<file path="src/sv/signed_divider_64_defines.svh">
// Assertion macros shared by the signed 64-bit divider RTL.
`ifndef SIGNED_DIVIDER_64_DEFINES_SVH
`define SIGNED_DIVIDER_64_DEFINES_SVH

// Same-cycle implication, checked at every rising clock edge outside reset.
`define SDIV64_ASSERT_NOW(lbl, ante, cons, msg) \
	lbl: assert property (@(posedge clk) disable iff (!arst_n) (ante) |-> (cons)) \
		else $error(msg);

// Next-cycle implication, checked at every rising clock edge outside reset.
`define SDIV64_ASSERT_NEXT(lbl, ante, cons, msg) \
	lbl: assert property (@(posedge clk) disable iff (!arst_n) (ante) |=> (cons)) \
		else $error(msg);

`endif

</file>
<file path="src/sv/sdiv64_pkg.sv">
// Package with the widths and the stage records of the signed 64-bit divider.
package sdiv64_pkg;

	localparam int unsigned DataW  = 64;
	localparam int unsigned Steps  = DataW;
	localparam int unsigned InW    = 2 * DataW;
	localparam int unsigned OutW   = 2 * DataW;

	// Work record carried through the shift-subtract stages. The dividend
	// bits leave num at the top while the quotient bits enter at the bottom.
	typedef struct packed {
		logic [DataW-1:0] rem;
		logic [DataW-1:0] num;
		logic [DataW-1:0] den;
		logic             q_neg;
		logic             r_neg;
		logic             dz;
	} sdiv64_work_t;

	// Finished result as it leaves the pipeline.
	typedef struct packed {
		logic [DataW-1:0] quotient;
		logic [DataW-1:0] remainder;
		logic             div_by_zero;
	} sdiv64_res_t;

endpackage

</file>
<file path="src/sv/sdiv64_prep.sv">
// Input stage: turns both operands into magnitudes and records the signs.
module sdiv64_prep (
	input  logic                         clk,
	input  logic                         arst_n,
	input  logic                         en,
	input  logic                         in_valid,
	input  logic [sdiv64_pkg::DataW-1:0] dividend,
	input  logic [sdiv64_pkg::DataW-1:0] divisor,
	output logic                         valid_s1,
	output sdiv64_pkg::sdiv64_work_t     work_s1
);

	logic                     a_neg;
	logic                     b_neg;
	sdiv64_pkg::sdiv64_work_t work_d;

	assign a_neg = dividend[sdiv64_pkg::DataW-1];
	assign b_neg = divisor[sdiv64_pkg::DataW-1];

	// Negation wraps, so the most negative value keeps its bit pattern.
	always_comb begin
		work_d.rem   = '0;
		work_d.num   = a_neg ? (-dividend) : dividend;
		work_d.den   = b_neg ? (-divisor) : divisor;
		work_d.q_neg = a_neg ^ b_neg;
		work_d.r_neg = a_neg;
		work_d.dz    = (divisor == '0);
	end

	always_ff @(posedge clk or negedge arst_n) begin
		if (!arst_n) begin
			valid_s1 <= 1'b0;
		end else if (en) begin
			valid_s1 <= in_valid;
		end
	end

	always_ff @(posedge clk) begin
		if (en) begin
			work_s1 <= work_d;
		end
	end

endmodule

</file>
<file path="config.mk">
export PLATFORM = sky130hd
export DESIGN_NAME = sdiv64_prep
export DESIGN_NICKNAME = d
export VERILOG_FILES = /design/src/sv/signed_divider_64_defines.svh /design/src/sv/sdiv64_pkg.sv /design/src/sv/sdiv64_prep.sv
export SDC_FILE = /design/constraint.sdc
export NUM_CORES = 1
export LEC_CHECK = 0
export BUFFER_PORTS_ARGS = -buffer_cell sky130_fd_sc_hd__buf_4
export CAP_MARGIN = 20
export CORE_MARGIN = 2
export CORE_UTILIZATION = 48
export DETAILED_ROUTE_END_ITERATION = 7
export GPL_TIMING_DRIVEN = 0
export PLACE_DENSITY = 0.8
export SLEW_MARGIN = 20
export SYNTH_ARGS = -nofsm -noshare
export SYNTH_HDL_FRONTEND = slang
export SYNTH_SLANG_ARGS = --single-unit
</file>
<file path="constraint.sdc">
create_clock -name clk -period 0.8 [get_ports clk]
set_input_delay 0.16 -clock clk [delete_from_list [all_inputs] [get_ports clk]]
set_output_delay 0.16 -clock clk [all_outputs]
set_load 0.02 [all_outputs]
</file>
==> results of run 1 <==
[routing by layer]
metal  overflow  track usage [%]
met1          0             76.7
met2         70             97.1
met3          4             58.3
met4         38             86.7
met5          1             15.3
[logic make-up after synthesis]
logic type / count (synthesis) / share of synthesized area, %
simple gates: 167 / 13.4
mux: 1 / 0.150
compound gates: 105 / 10.6
fa+ha+maj: 2 / 0.333
buf+inv: 98 / 8.43
xor+xnor: 123 / 14.4
flops: 132 / 52.7
other cells: 1 / 0.0500
[through the flow]
stage	setup TNS (ns)	hold slack, ns	instances	setup WS [ns]
floorplan	-119.15	-0.136	692	-1.36
global placement	-298.64	-0.0634	1166	-1.84
detailed placement	-218.11	-0.0625	1167	-1.81
CTS	-136.35	0.00773	1261	-1.17
[what timing repair did]
item | in CTS
setup endpoints to repair | 330
hold buffers | 5
hold endpoints to repair | 5
buffers inserted | 58
cloned | 4
pin swaps | 79
resized for setup | 310
==> impl_metrics.tcl, run 1 <==
set metrics [dict create \
    grt-worst-endpoint "work_s1[46]$_DFFE_PP_/D" \
    start_util_pct 49.2 \
    haltStage "global routing" \
    antenna_found_initial 4 \
    status "aborted with a tool error" \
    async_flop_share_pct 0.758 \
    grt_max_degree 55 \
    grt_usage_pct 78.1 \
    worst-ep-kind "register data pin" \
    ys.flop_type "edfxtp_1" \
    dieWidth_um 129 \
    synth_common_cells "131 x edfxtp_1, 122 x xnor2_1, 65 x buf_4" \
    yosysMostFrequentCell "edfxtp_1" \
    htree_num_levels 4 \
    synth_top_area_share_pct 52.4 \
    routabilityCongestion 0.868 \
    placed_area_um2 10800 \
    synth-seq-cells 132 \
    avgSynthCellArea_um2 11.9 \
    die_y_um 129 \
    rows 45 \
    portBuffers 263 \
    cts_buffer_depth 2 \
    grt_overflow 113 \
    syn_inst 629 \
    ios 328 \
    ys_types 39 \
    yosysWarnings 0 \
    syn-cell-area_um2 7510 \
    clockRootBuffer "clkbuf_16" \
    numCtsBuffers 17 \
    yosys.area.top_type "edfxtp_1" \
    yosys-top-cells-area "edfxtp_1 52%, xnor2_1 14%, buf_4 6.5%" \
    ys_seq_area_share_pct 52.7 \
    cts_sinks 132 \
    dp_hpwl_um 16900 \
    synth_edf_count 131 \
    stop_error "[ERROR GRT-0232] Routing congestion too high. Check the congestion heatmap in the GUI." \
]
==> run 2, diff against run 1 <==
--- a/config.mk
+++ b/config.mk
@@ -8,10 +8,10 @@
 export BUFFER_PORTS_ARGS = -buffer_cell sky130_fd_sc_hd__buf_4
 export CAP_MARGIN = 20
 export CORE_MARGIN = 2
-export CORE_UTILIZATION = 48
+export CORE_UTILIZATION = 40
 export DETAILED_ROUTE_END_ITERATION = 7
 export GPL_TIMING_DRIVEN = 0
-export PLACE_DENSITY = 0.8
+export PLACE_DENSITY_LB_ADDON = 0.15
 export SLEW_MARGIN = 20
 export SYNTH_ARGS = -nofsm -noshare
 export SYNTH_HDL_FRONTEND = slang
==> run 2 against run 1 <==
  * The flow now finishes, with violations (negative setup slack)
  * Synthesized cell count unchanged
  * Synthesized area unchanged
==> impl_metrics.tcl, run 2 <==
set metrics [dict create \
    yosysWarnings 0 \
    start_kind "input pin" \
    synth_top_area_share_pct 52.4 \
    antenna_cells 0 \
    portBuffers 263 \
    numCtsBuffers 17 \
    grt_setup_unrepaired "true" \
    slowest_stage "or4_4" \
    reg2reg_to "valid_s1" \
    clockRootBuffer "clkbuf_16" \
    die_y_um 141 \
    fin_crit_ns 1.89 \
    setup_ws_ns -1.09 \
    cts_sinks 132 \
    dp_hpwl_um 17000 \
    worstPathArrival_ns 2.16 \
    avgSynthCellArea_um2 11.9 \
    total_power_uw 23400 \
    ys_seq_area_share_pct 52.7 \
    cp-end-kind "flop" \
    ios 328 \
    drive_above_1_share_pct 63.4 \
    rows 50 \
    largest_register_ffs 131 \
    synth-seq-cells 132 \
    grt_pass1_wl_um 37700 \
    violations "negative setup slack" \
    crit_chain "buf_6, or4_4, or4_4, buf_6, or4_4, nor4_2" \
    antenna_found_initial 0 \
    slew_headroom_pct 5.44 \
    cts_tree "done" \
    start_util_pct 40.4 \
    dieWidth_um 141 \
    nNetsFinal 1195 \
    hold_viol 0 \
    report.final.slew_viol_count 0 \
    fp.dieArea_um2 19900 \
    cp_common_cell "or4_4" \
    min_to "work_s1[52]" \
    ys.flop_type "edfxtp_1" \
    final_util_pct 77.0 \
    cp.required_ns 1.06 \
    wire_per_inst_um 20.3 \
    mostFrequentLayoutCells "211 x buf_4, 186 x buf_6, 131 x edfxtp_1" \
    design_area_um2 14300 \
    status "finished with violations" \
    drv_cap 0 \
    criticalPathCategory "input pin to flop" \
    dr.first_iter.drc_count 363 \
    cpPeakStageDelay_ns 0.56 \
    final_common_cell "buf_4" \
    antenna_left 0 \
    reg2reg_slack_ns 0.01 \
    yosysMostFrequentCell "edfxtp_1" \
    drc_errors 0 \
    tightestPinTransition_ns 1.42 \
    yosys-top-cells-area "edfxtp_1 52%, xnor2_1 14%, buf_4 6.5%" \
    clock-skew-final_ns 0 \
    firstDrtPassIters 4 \
    timing.rr.start "valid_s1" \
    fmax_mhz 528 \
    first_global_vias 6741 \
    reg2regPathDepth 1 \
    syn_inst 629 \
    ir_drop_mv 1.50 \
    cts_buffer_depth 2 \
    vias 6787 \
    synth_edf_count 131 \
    routabilityCongestion 0.853 \
    placed_area_um2 10900 \
    tns_ns -135.42 \
    fillerInstances 1141 \
    yosys.area.top_type "edfxtp_1" \
    grt_overflow 0 \
    holdPathStages 2 \
    crit_buf_inv 2 \
    via_per_inst 5.19 \
    cp_max_fo 5 \
    reg_top3 "work_s1 (131), valid_s1 (1)" \
    hold_path.class "input pin to flop" \
    synth_common_cells "131 x edfxtp_1, 122 x xnor2_1, 65 x buf_4" \
    core-area_um2 18600 \
    path_clk_slew_ns 0.06 \
    leakagePower_uw 0.00579 \
    hp-start "divisor[49]" \
    p_per_area_nw_per_um2 1630 \
    timing.final.crit_share_pct 237 \
    totalWireLength_um 26600 \
    syn-cell-area_um2 7510 \
    grt_max_degree 70 \
    setup_violations 250 \
    pre_cts_ws_ns -1.91 \
    area_growth_pct 90.5 \
    async_flop_share_pct 0.758 \
    ys_types 39 \
    clkLatencyLatePin_ns 0.43 \
    critical-path-top-delay-family "simple AND/OR/NAND/NOR gates" \
    grt_usage_pct 24.8 \
    htree_num_levels 4 \
    regMostFlops "work_s1" \
]
==> run 2: cell counts after synthesis <==
No cell type changed its count.
==> run 2: repair_timing <==
item | in CTS | in global routing
buffers inserted | 53 | 30
pin swaps | 62 | 81
setup endpoints to repair | 319 | 314
endpoints found under the hold margin | 5 | 0
gates resized for setup | 311 | 120
hold buffers | 5 | 0
cloned | 4 | 1
==> run 2: worst max-delay path by stage <==
stage,endpoint,depth (start not counted),startpoint
after detailed placement,work_s1[61],7,divisor[23]
after global placement,work_s1[59],6,divisor[15]
after CTS,work_s1[0],8,divisor[15]
after global routing,work_s1[110],7,dividend[15]
final,work_s1[0],6,divisor[50]
after floorplan,work_s1[60],9,divisor[23]
==> run 2: power by group <==
part | switching, uW | internal, uW | total (uW)
clock | 3210 | 5180 | 8390
combinational | 3120 | 3020 | 6140
sequential | 338 | 8510 | 8850
==> run 2: kinds of logic after synthesis <==
logic type                 count (synthesis)  share of synthesized area, %
AOI/OAI and AO/OA                        105                          10.6
xor gates and xnor gates                 123                          14.4
adders and majority gates                  2                         0.333
buffers and inverters                     98                          8.43
DFF                                      132                          52.7
muxes                                      1                         0.150
other                                      1                        0.0500
and+or+nand+nor                          167                          13.4
==> run 2: final cells by class <==
cell class	count	area, um^2	share of cell area [%]
clock buffers	17	425	2.97
repair buffers	356	3610	25.3
multi-input cells	462	5000	34.9
plain buffers	85	772	5.40
inverters	7	51.3	0.359
clock inverters	15	188	1.31
well taps	234	293	2.05
flip-flops and latches	132	3960	27.7
==> run 2: stage by stage <==
| stage | hold slack [ns] | instances |
|---|---|---|
| 2_1_floorplan | -0.136 | 692 |
| 3_3_place_gp | -0.0603 | 1189 |
| 3_5_place_dp | -0.0619 | 1190 |
| 4_1_cts | 0.00447 | 1279 |
| 5_1_grt | 0.0191 | 1308 |
| 6_report | 0.00856 | 1308 |
==> run 2: per-layer routing <==
metal / vias to the layer above / part of all wire, % / track usage (%)
li1: 3151 / - / -
met1: 3290 / 40 / 31.7
met2: 307 / 51 / 41.5
met3: 39 / 6.7 / 5.64
met4: 0 / 2.4 / 8.79
met5: - / 0 / 0
No activity file was read; power rests on OpenSTA's default activity.
