<file path="src/sv/signed_divider_64_defines.svh">
// Assertion macros shared by the signed 64-bit divider RTL.
`ifndef SIGNED_DIVIDER_64_DEFINES_SVH
`define SIGNED_DIVIDER_64_DEFINES_SVH

// Same-cycle implication, checked at every rising clock edge outside reset.
`define SDIV64_ASSERT_NOW(lbl, ante, cons, msg) \
	lbl: assert property (@(posedge clk) disable iff (!arst_n) (ante) |-> (cons)) \
		else $error(msg);

// Next-cycle implication, checked at every rising clock edge outside reset.
`define SDIV64_ASSERT_NEXT(lbl, ante, cons, msg) \
	lbl: assert property (@(posedge clk) disable iff (!arst_n) (ante) |=> (cons)) \
		else $error(msg);

`endif

</file>
<file path="src/sv/sdiv64_pkg.sv">
// Package with the widths and the stage records of the signed 64-bit divider.
package sdiv64_pkg;

	localparam int unsigned DataW  = 64;
	localparam int unsigned Steps  = DataW;
	localparam int unsigned InW    = 2 * DataW;
	localparam int unsigned OutW   = 2 * DataW;

	// Work record carried through the shift-subtract stages. The dividend
	// bits leave num at the top while the quotient bits enter at the bottom.
	typedef struct packed {
		logic [DataW-1:0] rem;
		logic [DataW-1:0] num;
		logic [DataW-1:0] den;
		logic             q_neg;
		logic             r_neg;
		logic             dz;
	} sdiv64_work_t;

	// Finished result as it leaves the pipeline.
	typedef struct packed {
		logic [DataW-1:0] quotient;
		logic [DataW-1:0] remainder;
		logic             div_by_zero;
	} sdiv64_res_t;

endpackage

</file>
<file path="src/sv/sdiv64_skid.sv">
// Output skid buffer: holds one result so the pipeline stall is registered.
module sdiv64_skid (
	input  logic                    clk,
	input  logic                    arst_n,
	input  logic                    in_valid,
	input  sdiv64_pkg::sdiv64_res_t in_res,
	output logic                    advance,
	output logic                    out_valid,
	input  logic                    out_ready,
	output sdiv64_pkg::sdiv64_res_t out_res
);

	logic                    full_q;
	sdiv64_pkg::sdiv64_res_t hold_q;

	// The pipeline moves only while the buffer is empty.
	assign advance   = ~full_q;
	assign out_valid = full_q | in_valid;
	assign out_res   = full_q ? hold_q : in_res;

	always_ff @(posedge clk or negedge arst_n) begin
		if (!arst_n) begin
			full_q <= 1'b0;
		end else if (full_q) begin
			if (out_ready) begin
				full_q <= 1'b0;
			end
		end else if (in_valid && !out_ready) begin
			full_q <= 1'b1;
		end
	end

	always_ff @(posedge clk) begin
		if (!full_q && in_valid && !out_ready) begin
			hold_q <= in_res;
		end
	end

endmodule

</file>
<file path="config.mk">
export PLATFORM = sky130hd
export DESIGN_NAME = sdiv64_skid
export DESIGN_NICKNAME = d
export VERILOG_FILES = /design/src/sv/signed_divider_64_defines.svh /design/src/sv/sdiv64_pkg.sv /design/src/sv/sdiv64_skid.sv
export SDC_FILE = /design/constraint.sdc
export NUM_CORES = 1
export LEC_CHECK = 0
export BUFFER_PORTS_ARGS = -buffer_cell sky130_fd_sc_hd__buf_2
export CAP_MARGIN = 0
export CORE_AREA = 3 3 118 120
export DETAILED_ROUTE_END_ITERATION = 8
export DIE_AREA = 0 0 121 123
export GPL_ROUTABILITY_DRIVEN = 0
export PLACE_DENSITY = 0.76
export SLEW_MARGIN = 10
export SYNTH_ARGS = -nofsm -noshare
export SYNTH_HDL_FRONTEND = slang
export SYNTH_SLANG_ARGS = --single-unit
export TNS_END_PERCENT = 20
</file>
<file path="constraint.sdc">
create_clock -name clk -period 17.65 [get_ports clk]
set_clock_uncertainty 0.2 [all_clocks]
set_input_delay 0.8825 -clock clk [delete_from_list [all_inputs] [get_ports clk]]
set_output_delay 0.8825 -clock clk [all_outputs]
set_load 0.01 [all_outputs]
</file>
==> results.ini, run 1 <==
[run_status]
status=finished, final reports clean

[synthesis]
seq_area_frac_synth=0.677
yosys-top-cells-count=edfxtp_1, mux2_4, mux2_2
synth_most_common_cell=edfxtp_1
syn_inst=278
synth_area_leaders=edfxtp_1, mux2_4, mux2_2
synth-edff-count=129
yosys_warnings=0
synth_ff_type=edfxtp_1
syn_avg_cell_area_um2=20.7
syn_nets=411
synth.distinct_cells=10
synthArstFlopShare=0.00769
syn_area_um2=5760
yosys.area.top_type=edfxtp_1
synth_top_area_share=0.673
ys_seq_elements=130

[timing]
setup_tns_ns=0
report.final.setup_viol=0
hold_ws_ns=0.0497
relSlewSlack=0.308
finalCritPeriodShare=0.236
tightest_slew_ns=1.04
period_needed_ns=4.16
max_freq_mhz=241
drv_slew=0
grt_setup_unrepaired=false
hold_violations=0

[clock_tree]
cts_hold_buf=0
cts-resized-gates=0
post_cts_buffers=0
clk_latency_ns=0.40
clock_path_buffers=2
cts_htree_levels=4
cts_root_buf=clkbuf_16
clock_sinks=130
cts_buffers=17
clk_pin_slew_ns=0.05
cts_tree=done

[cells_and_area]
final_nets=681
fin_util=0.590
antennaDiodeCount=0
fill_cells=985
area_delta_synth_final_pct=34.2
layout-drive-gt1-share=0.753

[grt]
first_global_vias=3549
grt-ovfl-total=0
antenna_found_initial=0
grt_pass1_wl_mm=18.2
grt.total_usage=0.158
grt_max_degree=73

[die]
die_w_um=121
core_um2=13100
num_io_pins=264
die_height_um=123
start_util=0.440
rows=42
dieArea_um2=14900

[critical_path]
crit_chain=buf_4 > mux2_2 > buf_2
crit_arrival_ns=3.07
crit_fanout=69
startpoint_type=flop
cp-end-kind=output pin
slowest_stage=dfrtp_4
crit_type=flop to output pin
required_ns=16.57
critPathMaxStageDelay_ns=1.04

[routing]
drt_iter0_drc=234
ant_nets=0
wl_mm=12.1
drtPass1Iterations=4
wl_per_cell_um=16.4
route.detailed.drc=0
drt-vias-per-instance=4.79
vias=3524

[hold_path]
hold_path.class=input port to async pin

[power_and_ir_drop]
p_per_area_nw_per_um2=101
ir_worst_vdd_mv=0.0592
p_leak_nw=3.28

[flow_run]
drv_cap=0

[placement]
io_buffer_count=263
post-dp-hpwl_mm=8.80

[report_power, final]
group          leakage, nW  internal (W)  switching (W)
registers             1.20      0.000354     0.00000717
clock network        0.261      0.000203       0.000114
logic                 1.81     0.0000579      0.0000468
total                 3.28      0.000615       0.000168
[path summary, 6_finish.rpt]
check                           start     endpoint  slack (ns)  depth (start not counted)
setup / recovery               full_q  out_res[38]       13.49                          3
hold / removal                 arst_n       full_q        0.05                          1
setup reg to reg               full_q  hold_q[120]       14.22                          3
hold reg to reg                full_q       full_q        0.98                          1
max in group asynchronous      arst_n       full_q       17.10                          1
min in group clk           in_res[18]   hold_q[18]        0.47                          1
[routing by layer]
layer | wire, um | track usage | share of wire | vias up
li1 | - | - | - | 1648
met1 | 5030 | 0.203 | 0.42 | 1668
met2 | 5540 | 0.242 | 0.46 | 191
met3 | 1250 | 0.0599 | 0.10 | 17
met4 | 241 | 0.0694 | 0.020 | 0
met5 | 0 | 0 | 0 | -
[cell families (layout without fill, tap and decap cells)]
family	after synthesis	after routing	synth area share
buffers and inverters	16	297	0.0235
AND/OR/NAND/NOR	2	2	0.00239
multiplexers	129	129	0.295
flip-flops	130	130	0.677
AO/OA/AOI/OAI	1	1	0.00174
[stage by stage]
step | total power [W] | setup WS [ns] | cell area [um^2] | std cells
4_1_cts | 0.000793 | 13.48 | 7720 | 735
5_1_grt | 0.000818 | 13.32 | 7720 | 735
3_5_place_dp | 0.000474 | 13.92 | 7190 | 705
3_3_place_gp | 0.000471 | 14.00 | 7190 | 705
2_1_floorplan | 0.000431 | 6.49 | 5760 | 278
6_report | 0.000782 | 13.49 | 7720 | 735
[layout make-up]
| cell class | instances | area, um^2 | share of cell area |
|---|---|---|---|
| timing repair buffer | 266 | 1340 | 0.173 |
| clock buffer | 20 | 437 | 0.0565 |
| multi-input combinational | 132 | 1730 | 0.224 |
| sequential | 130 | 3900 | 0.505 |
| tap | 176 | 220 | 0.0285 |
| clock inverter | 10 | 93.8 | 0.0121 |
| inverter | 1 | 3.75 | 0.000486 |
[state kept, by name (all words and copies together) (netlist names)]
signal  cells
full_q      1
hold_q    129
[cell usage in the layout (no fill, tap or decap), drive strengths merged]
cell type	n
buf	266
bufinv	2
clkbuf	20
clkinv	8
dfrtp	1
edfxtp	129
inv	1
mux2	129
nor3b	1
o21ba	1
or2	1
[worst max-delay path: cells and delay by family (launching register included)]
kind | cells | cell delay, ns
muxes | 1 | 0.42
buffers and inverters | 2 | 1.05
DFF | 1 | 1.04
Power figures use the tool's default switching activity.
==> inputs of run 2 (changes only) <==
==> constraint.sdc (replaced) <==
create_clock -name clk -period 4.1 [get_ports clk]
set_clock_uncertainty 0.2 [all_clocks]
set_input_delay 0.205 -clock clk [delete_from_list [all_inputs] [get_ports clk]]
set_output_delay 0.205 -clock clk [all_outputs]
set_load 0.01 [all_outputs]
==> results.ini, run 2 (same netlist as run 1, synthesis figures left out) <==
[run_status]
status=finished, final reports clean

[critical_path]
cp-end-kind=output pin
crit_fanout=64
crit_arrival_ns=2.50
crit_type=flop to output pin
startpoint_type=flop
crit_chain=buf_4 > mux2_2 > buf_2
required_ns=3.69
slowest_stage=dfrtp_4
critPathMaxStageDelay_ns=0.98
rr_worst_depth=2

[die]
rows=42
core_um2=13100
start_util=0.440
dieArea_um2=14900
die_w_um=121
die_height_um=123
num_io_pins=264

[power_and_ir_drop]
p_total_w=0.00360
combinationalPowerShare=0.158
p_per_area_nw_per_um2=394
intPower_w=0.00280
p_leak_nw=3.85
clkPwrFrac=0.409
ir_worst_vdd_mv=0.263
swShare=0.221
p_switching_w=0.000794
seq_power_share=0.433

[cells_and_area]
fill_cells=813
largest_reg_flops=129
postLayoutCellArea_um2=9130
top_regs=hold_q: 129 flops, full_q: 1 flops
final_nets=814
top_register=hold_q
layout-drive-gt1-share=0.612
final_cell_mix=buf_2, dlygate4sd3_1, edfxtp_1, mux2_4, mux2_2
final_common_cell=buf_2
antennaDiodeCount=0
area_delta_synth_final_pct=58.6

[grt]
first_global_vias=4504
grt.total_usage=0.205
grt_use_met1=0.232
antenna_found_initial=0
grt_pass1_wl_mm=23.4
grt-ovfl-total=0
grt_use_met2=0.355
gr-usage-met3=0.0677
grt_max_degree=130
grt.busiest_layer=met2

[timing]
tightest_slew_ns=0.877
period_needed_ns=2.91
hold_ws_ns=0.279
drv_slew=0
setup_ws_ns=1.19
max_freq_mhz=344
relSlewSlack=0.415
finalCritPeriodShare=0.709
hold_violations=0
grt_setup_unrepaired=false
report.final.setup_viol=0

[clock_tree]
cts_tree=done
cts_root_buf=clkbuf_16
post_cts_buffers=0
cts_htree_levels=4
clk_latency_ns=0.41
clk_pin_slew_ns=0.06
cts-resized-gates=0
clock_path_buffers=2
cts_buffers=17
clock_sinks=130
cts_hold_buf=133

[placement]
post-place-ws_ns=1.65
placedInstanceArea_um2=7230
io_buffer_count=263
post-dp-hpwl_mm=8.82

[routing]
ant_nets=0
vias=4147
wl_per_cell_um=17.6
route.detailed.drc=0
wl_mm=15.3
drt-vias-per-instance=4.77
drt_iter0_drc=230
drtPass1Iterations=4

[hold_path]
min_path_cells=3
hold_path.class=input port to flop

[flow_run]
drv_cap=0

==> run 2: cell count changes in the layout (fill, tap and decap cells not counted) <==
cell           delta
buf_12            +2
buf_4             -2
bufinv_16         +1
clkbuf_1          -1
clkinv_1          -1
clkinvlp_4        +3
dlygate4sd3_1   +133
nor3b_2           -1
nor3b_4           +1
==> run 2: critical path, delay by kind of cell, from the launching register on <==
family | cells | cell delay (ns)
buffers and inverters | 2 | 0.66
muxes | 1 | 0.39
DFF | 1 | 0.98
==> run 2: power by group through the flow <==
stage	clock (W)	sequential, W	combinational [W]
2_1_floorplan	0	0.00156	0.000282
3_3_place_gp	0	0.00158	0.000450
3_5_place_dp	0	0.00158	0.000459
4_1_cts	0.00150	0.00156	0.000559
5_1_grt	0.00156	0.00156	0.000605
6_report	0.00147	0.00156	0.000569
==> run 2: worst paths after layout <==
kind | from | endpoint | slack, ns
min | out_ready | hold_q[126] | 0.28
max in group asynchronous | arst_n | full_q | 3.14
min in group asynchronous | arst_n | full_q | 0.45
max | full_q | out_res[127] | 1.19
min reg2reg | full_q | hold_q[126] | 1.40
max reg2reg | full_q | hold_q[96] | 1.78
==> run 2: routing by layer <==
layer | wire [um] | vias up | part of all wire
met3 | 1170 | 30 | 0.077
li1 | - | 1916 | -
met2 | 8090 | 223 | 0.53
met4 | 363 | 0 | 0.024
met5 | 0 | - | 0
met1 | 5680 | 1978 | 0.37
==> run 2: layout make-up <==
class | count | area [um^2] | share of cell area
Clock inverter | 13 | 143 | 0.0156
Sequential cell | 130 | 3900 | 0.427
Inverter | 1 | 3.75 | 0.000411
Timing Repair Buffer | 399 | 2700 | 0.295
Clock buffer | 19 | 433 | 0.0474
Multi-Input combinational cell | 132 | 1740 | 0.190
Tap cell | 176 | 220 | 0.0241
==> run 2: through the flow <==
stage	cells	util	setup TNS [ns]
2_1_floorplan	278	-	-72.54
3_3_place_gp	705	0.552	0
3_5_place_dp	705	0.552	0
4_1_cts	870	0.698	0
5_1_grt	870	0.698	0
6_report	870	0.698	0
