[src/sv/signed_divider_64_defines.svh]
// Assertion macros shared by the signed 64-bit divider RTL.
`ifndef SIGNED_DIVIDER_64_DEFINES_SVH
`define SIGNED_DIVIDER_64_DEFINES_SVH

// Same-cycle implication, checked at every rising clock edge outside reset.
`define SDIV64_ASSERT_NOW(lbl, ante, cons, msg) \
	lbl: assert property (@(posedge clk) disable iff (!arst_n) (ante) |-> (cons)) \
		else $error(msg);

// Next-cycle implication, checked at every rising clock edge outside reset.
`define SDIV64_ASSERT_NEXT(lbl, ante, cons, msg) \
	lbl: assert property (@(posedge clk) disable iff (!arst_n) (ante) |=> (cons)) \
		else $error(msg);

`endif

[src/sv/sdiv64_pkg.sv]
// Package with the widths and the stage records of the signed 64-bit divider.
package sdiv64_pkg;

	localparam int unsigned DataW  = 64;
	localparam int unsigned Steps  = DataW;
	localparam int unsigned InW    = 2 * DataW;
	localparam int unsigned OutW   = 2 * DataW;

	// Work record carried through the shift-subtract stages. The dividend
	// bits leave num at the top while the quotient bits enter at the bottom.
	typedef struct packed {
		logic [DataW-1:0] rem;
		logic [DataW-1:0] num;
		logic [DataW-1:0] den;
		logic             q_neg;
		logic             r_neg;
		logic             dz;
	} sdiv64_work_t;

	// Finished result as it leaves the pipeline.
	typedef struct packed {
		logic [DataW-1:0] quotient;
		logic [DataW-1:0] remainder;
		logic             div_by_zero;
	} sdiv64_res_t;

endpackage

[src/sv/sdiv64_fix.sv]
// Output stage: restores the signs and forces zeros for a zero divisor.
module sdiv64_fix (
	input  logic                     clk,
	input  logic                     arst_n,
	input  logic                     en,
	input  logic                     in_valid,
	input  sdiv64_pkg::sdiv64_work_t in_work,
	output logic                     valid_sf,
	output sdiv64_pkg::sdiv64_res_t  res_sf
);

	sdiv64_pkg::sdiv64_res_t res_d;

	always_comb begin
		if (in_work.dz) begin
			res_d.quotient  = '0;
			res_d.remainder = '0;
		end else begin
			res_d.quotient  = in_work.q_neg ? (-in_work.num) : in_work.num;
			res_d.remainder = in_work.r_neg ? (-in_work.rem) : in_work.rem;
		end
		res_d.div_by_zero = in_work.dz;
	end

	always_ff @(posedge clk or negedge arst_n) begin
		if (!arst_n) begin
			valid_sf <= 1'b0;
		end else if (en) begin
			valid_sf <= in_valid;
		end
	end

	always_ff @(posedge clk) begin
		if (en) begin
			res_sf <= res_d;
		end
	end

endmodule

[config.mk]
export PLATFORM = sky130hd
export DESIGN_NAME = sdiv64_fix
export DESIGN_NICKNAME = d
export VERILOG_FILES = /design/src/sv/signed_divider_64_defines.svh /design/src/sv/sdiv64_pkg.sv /design/src/sv/sdiv64_fix.sv
export SDC_FILE = /design/constraint.sdc
export NUM_CORES = 1
export LEC_CHECK = 0
export ABC_AREA = 1
export ABC_CLOCK_PERIOD_IN_PS = 1750
export BUFFER_PORTS_ARGS = -buffer_cell sky130_fd_sc_hd__buf_2
export CORE_ASPECT_RATIO = 2
export CORE_MARGIN = 4
export CORE_UTILIZATION = 40
export CTS_CLUSTER_DIAMETER = 100
export DETAILED_ROUTE_END_ITERATION = 8
export PLACE_DENSITY = 0.71
export SLEW_MARGIN = 20
export SYNTH_ARGS = -nofsm -noshare
export SYNTH_HDL_FRONTEND = slang
export SYNTH_SLANG_ARGS = --single-unit
[constraint.sdc]
create_clock -name clk -period 1.75 [get_ports clk]
set_input_delay 0.175 -clock clk [delete_from_list [all_inputs] [get_ports clk]]
set_output_delay 0.175 -clock clk [all_outputs]
set_load 0.05 [all_outputs]
==> flow_summary_export.csv, run 1 <==
group,metric,value,unit
global_route,grt_usage,0.275,
timing,fmax,683,MHz
finish,utilization,0.544,
placed_design,gp_congestion,0.974,
worst_setup_path,r2r-start,"valid_sf",
synthesis,syn-num-nets,1471,
synthesis,synth_cell_types,34,
timing,rsz0062_at_grt,"no",
worst_setup_path,criticalPathCategory,"input port to flop",
timing,maxSlewHeadroom,0.723,
routing,drtPass1Iterations,5,
routing,totalWireLength,34.3,mm
floorplan,io-pin-count,329,
clock_network,clkLatencyLatePin,0.44,ns
run_status,status,"complete, no violations",
clock_network,ctsHtreeMaxLevel,4,
routing,drc,0,
job,drv_cap,0,
clock_network,clock_path_buffers,2,
routing,vias,9891,
timing,finalCritPeriodShare,0.837,
routing,drt-vias-per-instance,5.14,
clock_network,clk_pin_slew_worst_paths,0.07,ns
timing,skew,0,ns
timing,hold_violations,0,
finish,antennaDiodeCount,0,
synthesis,ys_seq_elements,130,
clock_network,root_buffer,"clkbuf_16",
floorplan,die-area,0.0249,mm^2
synthesis,avgSynthCellArea,7.03,um^2
placed_design,dpl_cell_area,0.0114,mm^2
worst_hold_path,hold_path_class,"input port to async pin",
clock_network,clkSinkCount,130,
finish,fin_nets,1836,
clock_network,cts_resized,0,
floorplan,rows,77,
finish,stdcell_count,1924,
clock_network,holdBufCountCts,2,
worst_setup_path,worstPathMaxFanout,4,
pwr,p_leak,5.45,nW
global_route,grt_max_degree,67,
timing,drv_slew,0,
global_route,grt_pass1_vias,9816,
finish,layout-drive-gt1-share,0.286,
synthesis,syn-cell-area,0.00893,mm^2
timing,tightestPinTransition,0.414,ns
floorplan,die_height,219,um
worst_setup_path,required,1.94,ns
timing,min_period,1.46,ns
floorplan,core_area,0.0221,mm^2
routing,ant_nets,0,
finish,finalInstanceArea,0.0120,mm^2
clock_network,numCtsBuffers,17,
routing,wl_per_cell,17.9,um
placed_design,dp.cells,1890,
global_route,grt_overflow,0,
worst_setup_path,crit_start,"in_work[73]",
worst_setup_path,crit_arrival,1.65,ns
pwr,powerDensity,833,mW/mm^2
floorplan,initial_utilization,0.405,
synthesis,synth_cells,1270,
synthesis,synth_seq_area_share,0.437,
worst_setup_path,end_kind,"flop",
placed_design,port_buffers,264,
placed_design,place_hpwl,28.2,mm
clock_network,cts_tree,"yes",
timing,setup_violations,0,
worst_setup_path,setup.worst_path.start_class,"input port",
global_route,grt_first_pass_wirelength,51.3,mm
pwr,ir_drop,486,uV
routing,drt_iter0_markers,627,
clock_network,postCtsSetupBuffers,0,
global_route,grt_antenna_before_repair,0,
finish,area_delta_synth_final,34.3,%
floorplan,die_w,114,um
synthesis,ys_warn_count,0,
## worst paths after layout
path | to | slack [ns] | depth (start not counted)
max reg2reg | valid_sf | 1.00 | 1
max in group asynchronous | valid_sf | 1.62 | 2
min reg2reg | valid_sf | 0.52 | 1
min in group clk | res_sf[101] | 0.07 | 2
min | valid_sf | 0.04 | 2
max | res_sf[126] | 0.29 | 11
## cell usage after synthesis (all sizes together)
master	n	share of area
nor3b	2	0.0022
clkinv	1	0.00042
o21ai	82	0.049
a21oi	92	0.052
nand4	10	0.0070
dfrtp	1	0.0028
o21a	3	0.0025
and2	3	0.0021
ha	2	0.0028
and3	4	0.0028
buf	17	0.011
nor3	13	0.0073
clkbuf	13	0.0055
nor2	362	0.17
nand2	348	0.16
edfxtp	129	0.43
inv	102	0.043
nand3	80	0.047
nand3b	5	0.0056
mux2	1	0.0013
## cells by family (layout without fill, tap and decap cells)
| family | Yosys count | in the layout | synth area share |
|---|---|---|---|
| buffers and inverters | 133 | 511 | 0.0597 |
| adders and majority gates | 2 | 2 | 0.00280 |
| AOI/OAI and AO/OA | 177 | 177 | 0.103 |
| and+or+nand+nor | 827 | 827 | 0.396 |
| DFF | 130 | 130 | 0.437 |
| muxes | 1 | 1 | 0.00126 |
## cell type report
cell class / count / area, um^2
fillers: 2188 / 10100
multi-input cells: 1007 / 4500
flip-flops and latches: 130 / 3900
repair buffers: 376 / 2280
clock buffers: 18 / 429
inverters: 103 / 387
well taps: 276 / 345
clock inverters: 14 / 156
## critical path, stage by stage
cell and delay (ns):
buf_2 0.12, nor2_1 0.22, buf_4 0.17, nand2_1 0.06
nor2_1 0.14, buf_4 0.14, nand4_1 0.15, nand2_1 0.25
nand3_1 0.10, nand2_1 0.07, nor2_1 0.06
## per-layer routing
metal / part of all wire / wire, um / vias to the layer above / global-route usage
met5: 0 / 0 / - / 0
met4: 0.079 / 2720 / 0 / 0.203
met3: 0.050 / 1710 / 120 / 0.0444
met2: 0.56 / 19200 / 407 / 0.535
met1: 0.31 / 10700 / 4464 / 0.244
li1: - / - / 4900 / -
## report_power, final
part | internal, W | switching, W | leakage (nW)
clock | 0.00211 | 0.00149 | 0.274
sequential | 0.00373 | 0.0000686 | 1.26
combinational | 0.000677 | 0.00191 | 3.92
total | 0.00652 | 0.00347 | 5.45
## metrics by stage
stage	worst slack, ns	power [W]	hold slack, ns	TNS, ns
2_1_floorplan	0.287	0.00549	-0.121	0
3_3_place_gp	-0.0418	0.00643	-0.0508	-0.131
3_5_place_dp	-0.0852	0.00645	-0.0499	-0.390
4_1_cts	0.388	0.0101	0.00975	0
5_1_grt	0.219	0.0104	0.0403	0
6_report	0.286	0.00999	0.0448	0
## layout by cell type, fill, tap and decap left out, types with 2 or more instances in the layout
cell           count
a21oi_1           92
o21ai_0           70
buf_2            263
ha_1               2
clkbuf_16         17
clkinv_4           3
o21ai_1            6
clkinvlp_4         4
nor2_2            15
edfxtp_1         129
nand2_2           15
nor3_1            13
buf_12             9
buf_4            102
inv_2              6
dlygate4sd3_1      2
and2_1             3
and3_1             4
o21a_1             3
inv_6              4
nand3_1           76
nor2_1           336
bufinv_16          2
nand3_2            4
nand2_1          327
nand2_4            6
o21ai_2            5
nor2_4            10
nand3b_1           4
inv_1             97
nand4_1           10
## sequential cells by signal, indices dropped and copies added (netlist names)
signal and count:
res_sf 129, valid_sf 1
Note: power is estimated with default switching activity, not from simulation.
==> run 2, diff against run 1 <==
--- a/config.mk
+++ b/config.mk
@@ -6,14 +6,14 @@
 export NUM_CORES = 1
 export LEC_CHECK = 0
 export ABC_AREA = 1
-export ABC_CLOCK_PERIOD_IN_PS = 1750
+export ABC_CLOCK_PERIOD_IN_PS = 1200
 export BUFFER_PORTS_ARGS = -buffer_cell sky130_fd_sc_hd__buf_2
 export CORE_ASPECT_RATIO = 2
 export CORE_MARGIN = 4
 export CORE_UTILIZATION = 40
 export CTS_CLUSTER_DIAMETER = 100
 export DETAILED_ROUTE_END_ITERATION = 8
-export PLACE_DENSITY = 0.71
+export PLACE_DENSITY = 0.74
 export SLEW_MARGIN = 20
 export SYNTH_ARGS = -nofsm -noshare
 export SYNTH_HDL_FRONTEND = slang
==> constraint.sdc (replaced) <==
create_clock -name clk -period 1.2 [get_ports clk]
set_input_delay 0.12 -clock clk [delete_from_list [all_inputs] [get_ports clk]]
set_output_delay 0.12 -clock clk [all_outputs]
set_load 0.05 [all_outputs]
==> run 2 against run 1 <==
  * Setup slack got worse by 0.30 ns
  * Critical endpoint is now res_sf[113]
  * Non-clock buffer count is 149 higher
  * Die area stayed put
  * The flow now finishes with violations (negative setup slack)
  * Final area is 18% higher
  * Routed wire length up 8.9%
  * Largest power group unchanged
  * Critical path depth is 10 lower
  * Via count up 8.1%
  * Worst hold slack improved by 0.0020 ns
==> flow_summary_export.csv, run 2 (synthesized netlist as in run 1, its figures left out) <==
group,metric,value,unit
pwr,internal_power,0.0101,W
placed_design,port_buffers,264,
timing,fmax,827,MHz
worst_setup_path,crit_arrival,1.09,ns
run_status,status,"finished, violations left",
placed_design,gp_congestion,1.02,
finish,largest_reg_flops,129,
routing,drc,0,
worst_setup_path,worst_path_max_delay_cell,"edfxtp_1",
routing,wl_met1,11.8,mm
finish,top_register,"res_sf",
routing,drt-vias-per-instance,5.16,
clock_network,clkLatencyLatePin,0.44,ns
clock_network,cts_tree,"yes",
floorplan,initial_utilization,0.405,
routing,routed-wl-met3,1.80,mm
finish,layout-drive-gt1-share,0.423,
finish,reg.largest.list,"res_sf: 129 flops, valid_sf: 1 flops",
floorplan,core_area,0.0221,mm^2
routing,wl_per_cell,18.0,um
worst_hold_path,hold_path_class,"input port to flop",
pwr,power_frac_seq,0.359,
worst_hold_path,whs_endpoint,"res_sf[7]",
pwr,pwr-share-comb,0.286,
worst_setup_path,slowest_delay,0.46,ns
timing,drv_slew,0,
finish,fillCellCount,1953,
routing,totalWireLength,37.4,mm
clock_network,ctsHtreeMaxLevel,4,
timing,min_period,1.21,ns
worst_setup_path,end_kind,"output port",
finish,final_cell_mix,"nand2_1 (296), buf_4 (259), nor2_1 (256), buf_2 (224), edfxtp_1 (129)",
floorplan,io-pin-count,329,
floorplan,die-area,0.0249,mm^2
finish,stdcell_count,2074,
clock_network,clk_pin_slew_worst_paths,0.07,ns
timing,setup_violations,1,
timing,skew,0,ns
worst_setup_path,criticalPathCategory,"flop to output port",
pwr,p_leak,6.37,nW
finish,area_delta_synth_final,58.1,%
floorplan,die_height,219,um
worst_setup_path,crit_start,"res_sf[113]",
routing,highest_layer,"met5",
worst_hold_path,holdPathStages,2,
worst_setup_path,r2r_cells,1,
pwr,clkPwrFrac,0.355,
clock_network,clkSinkCount,130,
global_route,grt_max_degree,58,
worst_setup_path,setup.worst_path.start_class,"flop",
global_route,grt_overflow,0,
routing,wl_met2,20.8,mm
worst_setup_path,rr_endpoint,"valid_sf",
timing,hold_violations,0,
global_route,grt_usage,0.293,
timing,finalCritPeriodShare,1.01,
placed_design,dp.cells,2026,
worst_setup_path,worstPathMaxFanout,1,
worst_setup_path,cpLargestDelayFamily,"flip-flops",
worst_setup_path,crit_chain,"buf_6",
global_route,grt_antenna_before_repair,2,
clock_network,clock_path_buffers,2,
timing,rsz0062_at_grt,"yes",
pwr,powerDensity,1100,mW/mm^2
global_route,grt_pass1_vias,10700,
routing,ant_nets,0,
timing,tightestPinTransition,0.343,ns
floorplan,die_w,114,um
global_route,grt_first_pass_wirelength,55.0,mm
worst_setup_path,reg2reg_slack,0.45,ns
run_status,violations,"negative setup slack",
pwr,p_sw,0.00537,W
floorplan,rows,77,
timing,maxSlewHeadroom,0.771,
timing,setup_ws,-0.00958,ns
routing,vias,10700,
pwr,ir_drop,866,uV
timing,hold_ws,0.0468,ns
worst_setup_path,crit_buf_inv,1,
worst_setup_path,r2r-start,"valid_sf",
job,drv_cap,0,
pwr,p_sw_frac,0.346,
clock_network,root_buffer,"clkbuf_16",
routing,drt_iter0_markers,888,
placed_design,place_hpwl,29.6,mm
worst_hold_path,worstHoldStart,"in_work[137]",
routing,drtPass1Iterations,6,
worst_setup_path,required,1.08,ns
finish,final_common_cell,"nand2_1",
finish,fin_nets,1985,
clock_network,numCtsBuffers,17,
==> run 2: changes by cell type in the layout (fill, tap and decap cells not counted), moves of 14 or more <==
cell / before / now
buf_2: 263 / 224
nor2_1: 336 / 256
nor2_4: 10 / 39
nand2_2: 15 / 32
nand3_2: 4 / 18
nand3_1: 76 / 59
buf_4: 102 / 259
nand2_1: 327 / 296
buf_6: 0 / 19
nor2_2: 15 / 66
==> run 2: per-layer routing <==
layer / track usage / vias up
met4: 0.211 / 2
li1: - / 5194
met2: 0.569 / 438
met1: 0.263 / 4908
met5: 0 / -
met3: 0.0472 / 150
==> run 2: worst max path at each step <==
stage / end / slack (ns) / cells past startpoint
after CTS: res_sf[82] / -0.03 / 1
after floorplan: res_sf[43] / -0.08 / 11
after global routing: res_sf[62] / -0.08 / 10
after detailed placement: res_sf[126] / -0.58 / 11
final: res_sf[113] / -0.01 / 1
after global placement: res_sf[64] / -0.61 / 9
==> run 2: layout make-up <==
cell class | instances | area [um^2] | area share
inverter | 103 | 444 | 0.0315
tap | 276 | 345 | 0.0245
timing repair buffer | 525 | 3630 | 0.257
clock inverter | 15 | 184 | 0.0130
sequential | 130 | 3900 | 0.276
multi-input combinational | 1007 | 5180 | 0.367
antenna | 1 | 2.50 | 0.000177
clock buffer | 17 | 425 | 0.0301
==> run 2: power by group through the flow <==
stage | clock, W | sequential (W) | combinational [W]
3_3_place_gp | 0 | 0.00565 | 0.00411
5_1_grt | 0.00579 | 0.00560 | 0.00471
2_1_floorplan | 0 | 0.00703 | 0.00104
6_report | 0.00550 | 0.00558 | 0.00444
3_5_place_dp | 0 | 0.00566 | 0.00415
4_1_cts | 0.00555 | 0.00557 | 0.00422
==> run 2: what timing repair did <==
action	4_1_cts	5_1_grt
hold buffers	3	0
buffers inserted	2	10
endpoints found under the hold margin	2	0
gates resized for setup	39	195
endpoints found under the setup margin	39	93
pin swaps	8	39
==> run 2: metrics by stage <==
step                worst slack [ns]   TNS, ns  area, um^2  total power, W  utilization
floorplan                    -0.0778    -0.446        9140         0.00806            -
global placement              -0.611    -40.49       12700         0.00976        0.574
detailed placement            -0.584    -41.69       12700         0.00980        0.574
CTS                          -0.0329   -0.0529       13400          0.0153        0.609
global route                 -0.0799    -0.764       14100          0.0161        0.640
finish                      -0.00958  -0.00958       14100          0.0155        0.640
==> run 3, diff against run 2 <==
--- a/config.mk
+++ b/config.mk
@@ -10,10 +10,10 @@
 export BUFFER_PORTS_ARGS = -buffer_cell sky130_fd_sc_hd__buf_2
 export CORE_ASPECT_RATIO = 2
 export CORE_MARGIN = 4
-export CORE_UTILIZATION = 40
+export CORE_UTILIZATION = 31
 export CTS_CLUSTER_DIAMETER = 100
 export DETAILED_ROUTE_END_ITERATION = 8
-export PLACE_DENSITY = 0.74
+export PLACE_DENSITY = 0.6
 export SLEW_MARGIN = 20
 export SYNTH_ARGS = -nofsm -noshare
 export SYNTH_HDL_FRONTEND = slang
==> run 3 against run 2 <==
  * The run still ends with negative setup slack left
  * Non-clock buffer count increased by 39
  * Cell count up 5.7%
  * Count of clock-buffer cells in the layout grew 4
  * Routed wire length grew 6.2%
  * Final area increased by 3.8%
  * Sequential power about the same
  * Setup slack lost 0.034 ns
  * Register-to-register slack hardly changed
  * Combinational power is 4% higher
==> flow_summary_export.csv, run 3 (synthesized netlist as in run 1, its figures left out) <==
group,metric,value,unit
run_status,status,"finished, violations left",
run_status,violations,"negative setup slack",
worst_setup_path,worstPathMaxFanout,1,
clock_network,clock_path_buffers,2,
floorplan,rows,87,
pwr,pwr-share-comb,0.294,
timing,setup_violations,8,
worst_setup_path,slowest_delay,0.49,ns
timing,rsz0062_at_grt,"yes",
worst_setup_path,crit_arrival,1.12,ns
clock_network,numCtsBuffers,17,
finish,final_common_cell,"nand2_1",
pwr,p_sw_frac,0.335,
floorplan,die-area,0.0317,mm^2
worst_setup_path,crit_chain,"buf_6",
finish,layout-drive-gt1-share,0.441,
clock_network,ctsHtreeMaxLevel,4,
timing,fmax,804,MHz
routing,ant_nets,0,
floorplan,core_area,0.0283,mm^2
global_route,grt_overflow,0,
placed_design,port_buffers,264,
placed_design,gp_congestion,0.968,
routing,drtPass1Iterations,8,
floorplan,io-pin-count,329,
job,drv_cap,0,
finish,reg.largest.list,"res_sf: 129 flops, valid_sf: 1 flops",
global_route,grt_pass1_vias,10700,
clock_network,clkSinkCount,130,
timing,tightestPinTransition,0.382,ns
routing,drt_iter0_markers,590,
pwr,ir_drop,824,uV
pwr,power_frac_seq,0.357,
finish,area_delta_synth_final,64.1,%
pwr,p_sw,0.00526,W
pwr,clkPwrFrac,0.349,
global_route,grt_usage,0.245,
clock_network,clkLatencyLatePin,0.44,ns
floorplan,initial_utilization,0.316,
worst_setup_path,required,1.08,ns
clock_network,root_buffer,"clkbuf_16",
routing,totalWireLength,39.7,mm
finish,fin_nets,2024,
global_route,grt_first_pass_wirelength,57.8,mm
finish,final_cell_mix,"nand2_1 (296), buf_4 (294), nor2_1 (239), buf_2 (212), edfxtp_1 (129)",
worst_setup_path,setup.worst_path.start_class,"flop",
pwr,p_total,0.0157,W
placed_design,dpl_cell_area,0.0130,mm^2
placed_design,detailedPlace.worstSlack,-0.580,ns
pwr,powerDensity,1070,mW/mm^2
routing,wl_per_cell,18.1,um
timing,maxSlewHeadroom,0.745,
pwr,internal_power,0.0104,W
pwr,p_leak,6.59,nW
finish,utilization,0.518,
timing,finalCritPeriodShare,1.04,
worst_setup_path,crit_buf_inv,1,
worst_hold_path,hold_path_class,"input port to flop",
global_route,grt_antenna_before_repair,1,
clock_network,cts_tree,"yes",
worst_setup_path,end_kind,"output port",
clock_network,clk_pin_slew_worst_paths,0.06,ns
timing,skew,0,ns
worst_setup_path,cpLargestDelayFamily,"flip-flops",
worst_setup_path,criticalPathCategory,"flop to output port",
finish,finalInstanceArea,0.0147,mm^2
worst_setup_path,worst_path_max_delay_cell,"edfxtp_1",
finish,top_register,"res_sf",
routing,vias,10700,
floorplan,die_height,248,um
timing,setup_ws,-0.0437,ns
placed_design,place_hpwl,32.8,mm
routing,drt-vias-per-instance,4.87,
global_route,grt_max_degree,47,
finish,largest_reg_flops,129,
timing,min_period,1.24,ns
timing,drv_slew,0,
floorplan,die_w,128,um
timing,hold_violations,0,
routing,drc,0,
-- run 3: cell count changes in the layout (fill, tap and decap cells not counted), sizes merged --
cell	change
bufinv	+1
buf	+37
clkinvlp	+1
clkbuf	+5
inv	-3
clkinv	-3
dlygate4sd3	+1
-- run 3: path summary, 6_finish.rpt --
kind / startpoint / end / slack [ns] / cells after the start
setup / recovery: res_sf[120] / res_sf[120] / -0.04 / 1
hold / removal: in_work[175] / res_sf[45] / 0.05 / 3
setup reg to reg: valid_sf / valid_sf / 0.45 / 1
hold reg to reg: valid_sf / valid_sf / 0.52 / 1
max in group asynchronous: arst_n / valid_sf / 0.58 / 3
min in group asynchronous: arst_n / valid_sf / 0.52 / 3
-- run 3: what timing repair did --
item                                    CTS  global route
setup buffers                             0            19
endpoints found under the hold margin     3             0
gates resized for setup                  82           207
endpoints found under the setup margin   60           103
hold buffers                              4             0
pin swaps                                 6            49
-- run 3: power groups by stage --
stage	registers, W	clock network, W	logic, W
3_5_place_dp	0.00568	0	0.00428
3_3_place_gp	0.00568	0	0.00426
5_1_grt	0.00563	0.00578	0.00489
4_1_cts	0.00561	0.00561	0.00441
6_report	0.00560	0.00548	0.00461
2_1_floorplan	0.00703	0	0.00104
-- run 3: cell type report --
type,count,area (um^2)
antenna,1,2.50
clock buffer,21,440
clock inverter,11,163
fill,2848,13600
inverter,103,442
multi-input combinational,1007,5240
sequential,130,3900
tap,356,445
timing repair buffer,564,4020
-- run 3: layer usage --
| metal | vias up | GRT usage | routed length [um] |
|---|---|---|---|
| met5 | - | 0 | 0 |
| met1 | 4896 | 0.211 | 12100 |
| met3 | 113 | 0.0337 | 1650 |
| met2 | 395 | 0.499 | 23000 |
| met4 | 0 | 0.167 | 3020 |
| li1 | 5277 | - | - |
-- run 3: metrics by stage --
step / TNS (ns) / hold slack [ns] / cells
2_1_floorplan: -0.446 / -0.176 / 1270
3_3_place_gp: -44.88 / -0.106 / 2137
3_5_place_dp: -45.55 / -0.103 / 2137
4_1_cts: -0.526 / 0.00861 / 2173
5_1_grt: -1.25 / 0.0496 / 2193
6_report: -0.183 / 0.0472 / 2193
